### src/sv/scdb_pkg.sv
// Package for the stylus coordinate delta blender: widths, weight constants,
// register indexes, reset values and the lane control struct.
// No dependencies; the lane, the top level and the testbench import it.
package scdb_pkg;

    localparam int COORD_BITS  = 16;
    localparam int FRAC_BITS   = 8;
    localparam int WEIGHT_BITS = 8;
    localparam int WEIGHT_ONE  = 1 << WEIGHT_BITS;
    localparam int WEIGHT_W    = WEIGHT_BITS + 1;
    localparam int WEIGHT_MIN  = 3;
    localparam int CFG_W       = 16;

    localparam int DELTA_W  = COORD_BITS + 1;
    localparam int SMOOTH_W = COORD_BITS + FRAC_BITS + 1;
    localparam int PROD_W   = SMOOTH_W + WEIGHT_W + 1;
    localparam int ACC_W    = PROD_W + 1;
    localparam int CORR_W   = COORD_BITS + 1;
    localparam int SUM_W    = COORD_BITS + 2;

    localparam logic               ENABLE_RESET    = 1'b1;
    localparam logic [CFG_W-1:0]   MAX_DELTA_RESET = CFG_W'(64);
    localparam logic [WEIGHT_W-1:0] SMOOTH_RESET   = WEIGHT_W'(64);
    localparam logic [WEIGHT_W-1:0] BLEND_RESET    = WEIGHT_W'(128);

    typedef enum logic [1:0] {
        REG_ENABLE,
        REG_MAX_DELTA,
        REG_SMOOTHING_WEIGHT,
        REG_BLEND_WEIGHT
    } reg_index_t;

    // Per-cycle commands from the sequencer to both axis lanes.
    typedef struct packed {
        logic clear;
        logic seed;
        logic smooth_mul;
        logic smooth_upd;
        logic blend_mul;
    } lane_ctrl_t;

endpackage

### src/sv/scdb_if.sv
// Handshake channels of the stylus coordinate delta blender: the frame input
// and the result output, each with valid, ready and payload.
// No dependencies.
interface scdb_frame_if;
    logic        valid;
    logic        ready;
    logic        primary_valid;
    logic [15:0] primary_x;
    logic [15:0] primary_y;
    logic        secondary_valid;
    logic [15:0] secondary_x;
    logic [15:0] secondary_y;
    logic [15:0] pressure;

    modport source (output valid, primary_valid, primary_x, primary_y,
                    secondary_valid, secondary_x, secondary_y, pressure,
                    input ready);
    modport sink   (input valid, primary_valid, primary_x, primary_y,
                    secondary_valid, secondary_x, secondary_y, pressure,
                    output ready);
endinterface

interface scdb_result_if;
    logic        valid;
    logic        ready;
    logic        out_valid;
    logic [15:0] out_x;
    logic [15:0] out_y;

    modport source (output valid, out_valid, out_x, out_y, input ready);
    modport sink   (input valid, out_valid, out_x, out_y, output ready);
endinterface

### src/sv/scdb_lane.sv
// One axis lane: raw delta and limit check, smoothed delta state with its IIR
// update, and the weighted blend with rounding and saturation.
// Depends on scdb_pkg.
module scdb_lane (
    input  logic                                clk,
    input  logic                                rst_n,
    input  scdb_pkg::lane_ctrl_t                ctrl,
    input  logic [scdb_pkg::COORD_BITS-1:0]     base,
    input  logic [scdb_pkg::COORD_BITS-1:0]     other,
    input  logic [scdb_pkg::CFG_W-1:0]          max_delta,
    input  logic [scdb_pkg::WEIGHT_W-1:0]       weight_new,
    input  logic [scdb_pkg::WEIGHT_W-1:0]       weight_old,
    input  logic [scdb_pkg::WEIGHT_W-1:0]       weight_blend,
    output logic                                too_big,
    output logic [scdb_pkg::COORD_BITS-1:0]     coord
);
    import scdb_pkg::*;

    // Divide by 2**sh, rounding half away from zero.
    function automatic logic signed [ACC_W-1:0] round_shr(
        input logic signed [ACC_W-1:0] v,
        input int unsigned             sh
    );
        logic signed [ACC_W:0] ve;
        logic        [ACC_W:0] mag;
        ve  = (ACC_W+1)'(v);
        mag = ve[ACC_W] ? (ACC_W+1)'(-ve) : (ACC_W+1)'(ve);
        mag = (mag + ((ACC_W+1)'(1) << (sh - 1))) >> sh;
        return ve[ACC_W] ? ACC_W'(-$signed(mag)) : ACC_W'($signed(mag));
    endfunction

    logic signed [SMOOTH_W-1:0] s_reg, s_next;
    logic signed [ACC_W-1:0]    acc_reg;
    logic signed [PROD_W-1:0]   prod_reg;

    logic signed [DELTA_W-1:0]  delta;
    logic        [DELTA_W-1:0]  delta_mag;
    logic signed [SMOOTH_W-1:0] seed_val;
    logic signed [ACC_W-1:0]    acc_next;
    logic signed [PROD_W-1:0]   prod_next;
    logic signed [ACC_W-1:0]    smooth_round;
    logic signed [ACC_W-1:0]    corr_round;
    logic signed [CORR_W-1:0]   corr;
    logic signed [SUM_W-1:0]    sum;

    assign delta     = $signed({1'b0, other}) - $signed({1'b0, base});
    assign delta_mag = delta[DELTA_W-1] ? DELTA_W'(-delta) : DELTA_W'(delta);
    assign too_big   = delta_mag > DELTA_W'(max_delta);
    assign seed_val  = SMOOTH_W'(delta) <<< FRAC_BITS;

    assign acc_next = ACC_W'(s_reg) * ACC_W'($signed({1'b0, weight_old}))
                    + ACC_W'(seed_val) * ACC_W'($signed({1'b0, weight_new}));
    assign prod_next = PROD_W'(s_reg) * PROD_W'($signed({1'b0, weight_blend}));

    assign smooth_round = round_shr(acc_reg, WEIGHT_BITS);
    assign corr_round   = round_shr(ACC_W'(prod_reg), WEIGHT_BITS + FRAC_BITS);
    assign corr         = corr_round[CORR_W-1:0];
    assign sum          = SUM_W'($signed({1'b0, base})) + SUM_W'(corr);

    always_comb
    begin
        priority if (sum[SUM_W-1])
        begin
            coord = '0;
        end
        else if (sum[COORD_BITS])
        begin
            coord = '1;
        end
        else
        begin
            coord = sum[COORD_BITS-1:0];
        end
    end

    always_comb
    begin
        priority if (ctrl.seed)
        begin
            s_next = seed_val;
        end
        else if (ctrl.clear)
        begin
            s_next = '0;
        end
        else if (ctrl.smooth_upd)
        begin
            s_next = smooth_round[SMOOTH_W-1:0];
        end
        else
        begin
            s_next = s_reg;
        end
    end

    always_ff @(posedge clk or negedge rst_n)
    begin
        if (!rst_n)
        begin
            s_reg <= '0;
        end
        else
        begin
            s_reg <= s_next;
        end
    end

    always_ff @(posedge clk)
    begin
        if (ctrl.smooth_mul)
        begin
            acc_reg <= acc_next;
        end
        if (ctrl.blend_mul)
        begin
            prod_reg <= prod_next;
        end
    end

endmodule

### src/sv/stylus_coordinate_delta_blender.sv
// Top level of the stylus coordinate delta blender: configuration registers,
// the frame sequencer that merges the two lane decisions, and the result register.
// Depends on scdb_pkg, scdb_if (scdb_frame_if, scdb_result_if) and scdb_lane.
//
//   channel   direction  handshake      payload
//   frame     in         valid/ready    primary_valid/x/y, secondary_valid/x/y, pressure
//   result    out        valid/ready    out_valid, out_x, out_y
//   wr_*      in         wr_en only     wr_index, wr_data
//
// A frame is taken in the idle step and its result register is loaded at the end of four steps:
// limit check, smoothing update, blend multiply, then round, saturate and load.
// A new frame is not taken until the previous one has run the four-step sequence shared by
// both lanes. A new frame is taken in the cycle after the result register is loaded,
// while that result may still wait. A stalled result holds the sequencer in its last
// step. Reset restores the register defaults and clears the smoothing state; no clearing
// pass is needed.
module stylus_coordinate_delta_blender (
    input  logic                          clk,
    input  logic                          rst_n,
    input  logic                          wr_en,
    input  scdb_pkg::reg_index_t          wr_index,
    input  logic [scdb_pkg::CFG_W-1:0]    wr_data,
    scdb_frame_if.sink                    frame,
    scdb_result_if.source                 result
);
    import scdb_pkg::*;

    typedef enum logic [2:0] {
        ST_IDLE,
        ST_CHECK,
        ST_SMOOTH,
        ST_BLEND,
        ST_DONE
    } state_t;

    state_t state_reg;

    logic                  enable_reg;
    logic [CFG_W-1:0]      max_delta_reg;
    logic [WEIGHT_W-1:0]   smoothing_weight_reg;
    logic [WEIGHT_W-1:0]   blend_weight_reg;

    logic                  pv_reg;
    logic                  sv_reg;
    logic                  press_nz_reg;
    logic [COORD_BITS-1:0] px_reg, py_reg, sx_reg, sy_reg;

    logic                  started_reg;
    logic                  last_nz_reg;
    logic                  pass_reg;
    logic                  iir_reg;

    logic                  result_valid_reg;
    logic                  out_valid_reg;
    logic [COORD_BITS-1:0] out_x_reg, out_y_reg;

    logic [WEIGHT_W-1:0]   weight_new;
    logic [WEIGHT_W-1:0]   weight_old;
    logic [WEIGHT_W-1:0]   weight_blend;
    logic                  too_big_x, too_big_y;
    logic [COORD_BITS-1:0] coord_x, coord_y;
    logic                  clear_eff, pass_now, started_eff;
    logic                  slot_free;
    lane_ctrl_t            lane_ctrl;

    // Weight clamps: new-delta weight to 3..256, blend weight to at most 256.
    always_comb
    begin
        priority if (smoothing_weight_reg < WEIGHT_W'(WEIGHT_MIN))
        begin
            weight_new = WEIGHT_W'(WEIGHT_MIN);
        end
        else if (smoothing_weight_reg > WEIGHT_W'(WEIGHT_ONE))
        begin
            weight_new = WEIGHT_W'(WEIGHT_ONE);
        end
        else
        begin
            weight_new = smoothing_weight_reg;
        end
    end

    assign weight_old   = WEIGHT_W'(WEIGHT_ONE) - weight_new;
    assign weight_blend = (blend_weight_reg > WEIGHT_W'(WEIGHT_ONE)) ?
                          WEIGHT_W'(WEIGHT_ONE) : blend_weight_reg;

    // Frame decisions, valid while the sequencer is in its check step.
    assign clear_eff   = enable_reg && (!pv_reg || (last_nz_reg && !press_nz_reg));
    assign pass_now    = !enable_reg || !pv_reg || !sv_reg || too_big_x || too_big_y;
    assign started_eff = started_reg && !clear_eff;

    always_comb
    begin
        lane_ctrl            = '0;
        lane_ctrl.clear      = (state_reg == ST_CHECK) && clear_eff;
        lane_ctrl.seed       = (state_reg == ST_CHECK) && !pass_now && !started_eff;
        lane_ctrl.smooth_mul = (state_reg == ST_CHECK) && !pass_now && started_eff;
        lane_ctrl.smooth_upd = (state_reg == ST_SMOOTH) && iir_reg;
        lane_ctrl.blend_mul  = (state_reg == ST_BLEND);
    end

    scdb_lane u_lane_x (
        .clk          (clk),
        .rst_n        (rst_n),
        .ctrl         (lane_ctrl),
        .base         (px_reg),
        .other        (sx_reg),
        .max_delta    (max_delta_reg),
        .weight_new   (weight_new),
        .weight_old   (weight_old),
        .weight_blend (weight_blend),
        .too_big      (too_big_x),
        .coord        (coord_x)
    );

    scdb_lane u_lane_y (
        .clk          (clk),
        .rst_n        (rst_n),
        .ctrl         (lane_ctrl),
        .base         (py_reg),
        .other        (sy_reg),
        .max_delta    (max_delta_reg),
        .weight_new   (weight_new),
        .weight_old   (weight_old),
        .weight_blend (weight_blend),
        .too_big      (too_big_y),
        .coord        (coord_y)
    );

    always_ff @(posedge clk or negedge rst_n)
    begin
        if (!rst_n)
        begin
            enable_reg           <= ENABLE_RESET;
            max_delta_reg        <= MAX_DELTA_RESET;
            smoothing_weight_reg <= SMOOTH_RESET;
            blend_weight_reg     <= BLEND_RESET;
        end
        else if (wr_en)
        begin
            unique case (wr_index)
                REG_ENABLE:           enable_reg           <= wr_data[0];
                REG_MAX_DELTA:        max_delta_reg        <= wr_data;
                REG_SMOOTHING_WEIGHT: smoothing_weight_reg <= wr_data[WEIGHT_W-1:0];
                REG_BLEND_WEIGHT:     blend_weight_reg     <= wr_data[WEIGHT_W-1:0];
            endcase
        end
    end

    assign frame.ready = (state_reg == ST_IDLE);
    assign slot_free   = !result_valid_reg || result.ready;

    always_ff @(posedge clk or negedge rst_n)
    begin
        if (!rst_n)
        begin
            state_reg        <= ST_IDLE;
            started_reg      <= 1'b0;
            last_nz_reg      <= 1'b0;
            pass_reg         <= 1'b1;
            iir_reg          <= 1'b0;
            result_valid_reg <= 1'b0;
        end
        else
        begin
            // In the last step the result register is handled by the load below.
            if (result_valid_reg && result.ready && (state_reg != ST_DONE))
            begin
                result_valid_reg <= 1'b0;
            end
            unique case (state_reg)
                ST_IDLE:
                begin
                    if (frame.valid)
                    begin
                        pv_reg       <= frame.primary_valid;
                        px_reg       <= frame.primary_x;
                        py_reg       <= frame.primary_y;
                        sv_reg       <= frame.secondary_valid;
                        sx_reg       <= frame.secondary_x;
                        sy_reg       <= frame.secondary_y;
                        press_nz_reg <= (frame.pressure != '0);
                        state_reg    <= ST_CHECK;
                    end
                end
                ST_CHECK:
                begin
                    pass_reg <= pass_now;
                    iir_reg  <= !pass_now && started_eff;
                    if (!pass_now)
                    begin
                        started_reg <= 1'b1;
                    end
                    else if (clear_eff)
                    begin
                        started_reg <= 1'b0;
                    end
                    if (enable_reg && pv_reg)
                    begin
                        last_nz_reg <= press_nz_reg;
                    end
                    state_reg <= ST_SMOOTH;
                end
                ST_SMOOTH:
                begin
                    state_reg <= ST_BLEND;
                end
                ST_BLEND:
                begin
                    state_reg <= ST_DONE;
                end
                ST_DONE:
                begin
                    if (slot_free)
                    begin
                        result_valid_reg <= 1'b1;
                        out_valid_reg    <= pv_reg;
                        out_x_reg        <= pass_reg ? px_reg : coord_x;
                        out_y_reg        <= pass_reg ? py_reg : coord_y;
                        state_reg        <= ST_IDLE;
                    end
                end
                default:
                begin
                    state_reg <= ST_IDLE;
                end
            endcase
        end
    end

    assign result.valid     = result_valid_reg;
    assign result.out_valid = out_valid_reg;
    assign result.out_x     = out_x_reg;
    assign result.out_y     = out_y_reg;

    // A result appears only as the sequencer leaves its last step.
    a_result_from_done: assert property (@(posedge clk) disable iff (!rst_n)
        $rose(result.valid) |-> $past(state_reg == ST_DONE))
        else $error("result raised outside the final step");

    // An enabled frame with an invalid primary leaves smoothing stopped.
    a_invalid_clears: assert property (@(posedge clk) disable iff (!rst_n)
        (state_reg == ST_CHECK && enable_reg && !pv_reg) |=> !started_reg)
        else $error("smoothing still running after an invalid primary");

    // A disabled block never touches the smoothing state.
    a_disabled_holds: assert property (@(posedge clk) disable iff (!rst_n)
        (state_reg == ST_CHECK && !enable_reg) |=>
            ($stable(started_reg) && $stable(last_nz_reg)))
        else $error("smoothing state changed while disabled");

endmodule

### src/flat_wrapper.sv
// flat-port wrapper written by rule: the top's interface ports become plain ports
module stylus_coordinate_delta_blender_flat import scdb_pkg::*;
  (clk, rst_n, wr_en, wr_index, wr_data, frame_valid, frame_primary_valid, frame_primary_x, frame_primary_y, frame_secondary_valid, frame_secondary_x, frame_secondary_y, frame_pressure, frame_ready, result_valid, result_out_valid, result_out_x, result_out_y, result_ready);
  scdb_frame_if frame_i ();
  scdb_result_if result_i ();
  input  logic clk;
  input  logic rst_n;
  input  logic wr_en;
  input  scdb_pkg::reg_index_t wr_index;
  input  logic [scdb_pkg::CFG_W-1:0] wr_data;
  input wire logic [$bits(frame_i.valid)-1:0] frame_valid;
  input wire logic [$bits(frame_i.primary_valid)-1:0] frame_primary_valid;
  input wire logic [$bits(frame_i.primary_x)-1:0] frame_primary_x;
  input wire logic [$bits(frame_i.primary_y)-1:0] frame_primary_y;
  input wire logic [$bits(frame_i.secondary_valid)-1:0] frame_secondary_valid;
  input wire logic [$bits(frame_i.secondary_x)-1:0] frame_secondary_x;
  input wire logic [$bits(frame_i.secondary_y)-1:0] frame_secondary_y;
  input wire logic [$bits(frame_i.pressure)-1:0] frame_pressure;
  output wire logic [$bits(frame_i.ready)-1:0] frame_ready;
  output wire logic [$bits(result_i.valid)-1:0] result_valid;
  output wire logic [$bits(result_i.out_valid)-1:0] result_out_valid;
  output wire logic [$bits(result_i.out_x)-1:0] result_out_x;
  output wire logic [$bits(result_i.out_y)-1:0] result_out_y;
  input wire logic [$bits(result_i.ready)-1:0] result_ready;
  assign frame_i.valid = frame_valid;
  assign frame_i.primary_valid = frame_primary_valid;
  assign frame_i.primary_x = frame_primary_x;
  assign frame_i.primary_y = frame_primary_y;
  assign frame_i.secondary_valid = frame_secondary_valid;
  assign frame_i.secondary_x = frame_secondary_x;
  assign frame_i.secondary_y = frame_secondary_y;
  assign frame_i.pressure = frame_pressure;
  assign frame_ready = frame_i.ready;
  assign result_valid = result_i.valid;
  assign result_out_valid = result_i.out_valid;
  assign result_out_x = result_i.out_x;
  assign result_out_y = result_i.out_y;
  assign result_i.ready = result_ready;
  stylus_coordinate_delta_blender u_core (.clk(clk), .rst_n(rst_n), .wr_en(wr_en), .wr_index(wr_index), .wr_data(wr_data), .frame(frame_i), .result(result_i));
endmodule
### config.mk
export PLATFORM = sky130hd
export DESIGN_NAME = stylus_coordinate_delta_blender_flat
export DESIGN_NICKNAME = d
export VERILOG_FILES = /design/src/sv/scdb_pkg.sv /design/src/sv/scdb_if.sv /design/src/sv/scdb_lane.sv /design/src/sv/stylus_coordinate_delta_blender.sv /design/src/flat_wrapper.sv
export SDC_FILE = /design/constraint.sdc
export NUM_CORES = 2
export LEC_CHECK = 0
export ABC_AREA = 0
export BUFFER_PORTS_ARGS = -buffer_cell sky130_fd_sc_hd__clkbuf_2
export CORE_AREA = 2 2 355 357
export CTS_CLUSTER_SIZE = 10
export DETAILED_ROUTE_END_ITERATION = 8
export DIE_AREA = 0 0 357 359
export PLACE_DENSITY = 0.76
export SYNTH_ARGS = -nofsm -noshare
export SYNTH_HDL_FRONTEND = slang
export SYNTH_HIERARCHICAL = 1
export SYNTH_SLANG_ARGS = --single-unit
### constraint.sdc
create_clock -name clk -period 15.3 [get_ports clk]
set_input_delay 2.295 -clock clk [delete_from_list [all_inputs] [get_ports clk]]
set_output_delay 2.295 -clock clk [all_outputs]
set_load 0.03 [all_outputs]
==> results.toml <==
[grt]
grt_pass1_vias = 54450
grt_overflow = 0
grt_pass1_wl_microns = 283000
antenna_found_initial = 18
track_usage = 0.273
grt_max_degree = 72

[routing]
viasPerCell = 5.72
avgRoutedWirePerCell_microns = 18.9
finalWirelength_microns = 173000
drc = 0
vias = 52275
drt-initial-drc-count = 4049
postRouteAntennaNets = 0
drtPass1Iterations = 6

[die]
fp.dieH_microns = 359
start_util = 0.546
num_io_pins = 140
die_area_sq_mm = 0.128
design.core.area_sq_mm = 0.125
die_width_microns = 357
rows = 130

[timing]
fin_skew_ns = 0.0342
fmax_ghz = 0.0879
max_slew_margin = 0.144
timing.final.hold_violations = 0
slew_violations = 0
finalCriticalPeriod_ns = 11.38
tightest_slew_ns = 1.28
finalSetupViolCount = 0
fin_setup_tns_ns = 0
fin_crit_sh = 0.744
rsz0062_at_grt = "no"

[clock_tree]
clock-sinks = 329
clock_latency_ns = 0.60
cts_buffers = 43
cts_root_buf = "clkbuf_16"
postCtsSetupRepairBufs = 0
cts_resized = 0
htree_num_levels = 2
clk_pin_slew_ns = 0.06
cts_tree = "done"
ctsLongestPathBuffers = 3
hold_buffers = 0

[yosys]
yosys.area.top_type_share = 0.313
synth_cell_types = 120
syn_area_per_cell_sq_um = 9.08
synth_commonest_cells = "inv_1 (1,328), fa_1 (1,062), nand2_1 (761)"
async_flop_share = 0.283
synth_top_flop_cell = "edfxtp_1"
synth_area_leader_cell = "fa_1"
syn_nets = 9197
synth_seq_cells = 329
yosysWarnings = 6
yosysSeqAreaShare = 0.139
netlist_instances = 7493
synth_edf_count = 236
synth_top_cells_by_area = "fa_1 (31%), edfxtp_1 (10%), ha_1 (9.9%)"
yosysMostFrequentCell = "inv_1"
syn_area_sq_mm = 0.0680

[setup_path]
reg2reg_to = "u_core/u_lane_x/acc_reg[32]"
critPathMostFrequentCell = "fa_1"
arrival_ns = 11.72
slowest_delay_ns = 0.98
crit_required_ns = 15.64
crit_type = "reg2reg"
path_max_fanout = 13
reg2reg_slack_ns = 3.92
reg2reg_from = "u_core/px_reg[0]"
start_kind = "register"
end_kind = "register"
crit_path_top_delay_cell = "xor2_1"
r2r_cells = 36

[cells_and_area]
drive_gt1_frac = 0.0658
syn_to_final_growth_pct = 5.52
n_fill_cell = 10760
finalNetCount = 9156

[place]
dp_hpwl_microns = 134000
portBuffers = 139
gp_congestion = 0.912

[hold_path]
hold_end = "u_core/blend_weight_reg[4]"
hold_depth = 1
worstHoldStart = "u_core/blend_weight_reg[4]"
hold_path.class = "reg2reg"

[job]
maxCapViolCount = 0

[status]
status = "completed"
[layout make-up]
type	instances	area [sq um]	share of cell area
antenna	4	10.0	0.000139
clock buffer	70	1250	0.0174
clock inverter	10	123	0.00171
inverter	1331	5000	0.0696
multi-input combinational	5517	52500	0.732
sequential	329	9420	0.131
tap	1650	2060	0.0288
timing repair buffer	230	1380	0.0192
[metrics by stage]
stage / instances / util / instance area [sq um] / worst slack [ns] / hold slack (ns)
floorplan: 7493 / - / 68000 / 4.60 / 0.441
global placement: 9057 / 0.565 / 70400 / 4.21 / 0.479
detailed placement: 9057 / 0.565 / 70400 / 4.03 / 0.491
CTS: 9137 / 0.576 / 71800 / 3.99 / 0.504
global route: 9137 / 0.576 / 71800 / 3.31 / 0.521
finish: 9141 / 0.576 / 71800 / 3.92 / 0.500
[worst max path at each step]
stage                     depth (start not counted)             start                     endpoint  slack [ns]
final                                            36  u_core/px_reg[0]  u_core/u_lane_x/acc_reg[32]        3.92
after global routing                             38  u_core/px_reg[0]  u_core/u_lane_x/acc_reg[32]        3.31
after CTS                                        36  u_core/px_reg[0]  u_core/u_lane_x/acc_reg[32]        3.99
after detailed placement                         36  u_core/px_reg[0]  u_core/u_lane_x/acc_reg[32]        4.03
after global placement                           36  u_core/px_reg[0]  u_core/u_lane_x/acc_reg[32]        4.21
after floorplan                                  30  u_core/py_reg[0]   u_core/u_lane_x/acc_reg[0]        4.60
[per-layer routing]
layer | track usage | vias up | part of all wire
li1 | - | 23859 | -
met1 | 0.373 | 26114 | 0.42
met2 | 0.441 | 1913 | 0.46
met3 | 0.0512 | 367 | 0.087
met4 | 0.0864 | 22 | 0.033
met5 | 0 | - | 0.00075
[critical path: cells and delay by family (launching register included)]
family	cells	cell delay (ns)
xor+xnor	3	1.28
buf+inv	4	0.21
flops	1	0.42
compound gates	12	2.92
simple gates	5	1.09
fa+ha+maj	12	5.20
[kinds of logic after synthesis]
group | Yosys count | share of synthesized area
AOI/OAI and AO/OA | 960 | 0.0963
DFF | 329 | 0.139
and+or+nand+nor | 2362 | 0.181
xor gates and xnor gates | 470 | 0.0614
buffers and inverters | 1647 | 0.0915
adders and majority gates | 1602 | 0.412
muxes | 123 | 0.0195
[placed cells by master (no fill, tap or decap), types with 87 or more instances in the layout]
| cell | n |
|---|---|
| xor2_1 | 132 |
| buf_4 | 92 |
| nand3_1 | 87 |
| nand2_1 | 761 |
| dfrtp_1 | 87 |
| and2_1 | 727 |
| inv_1 | 1328 |
| o21ai_0 | 181 |
| nor2_1 | 256 |
| nor3_1 | 101 |
| edfxtp_1 | 236 |
| fa_1 | 1062 |
| ha_1 | 537 |
| xnor2_1 | 331 |
| a21oi_1 | 224 |
| clkbuf_2 | 138 |
Power is not shown: default switching activity piles up to over one toggle a cycle in this logic, so the estimate is an artifact.
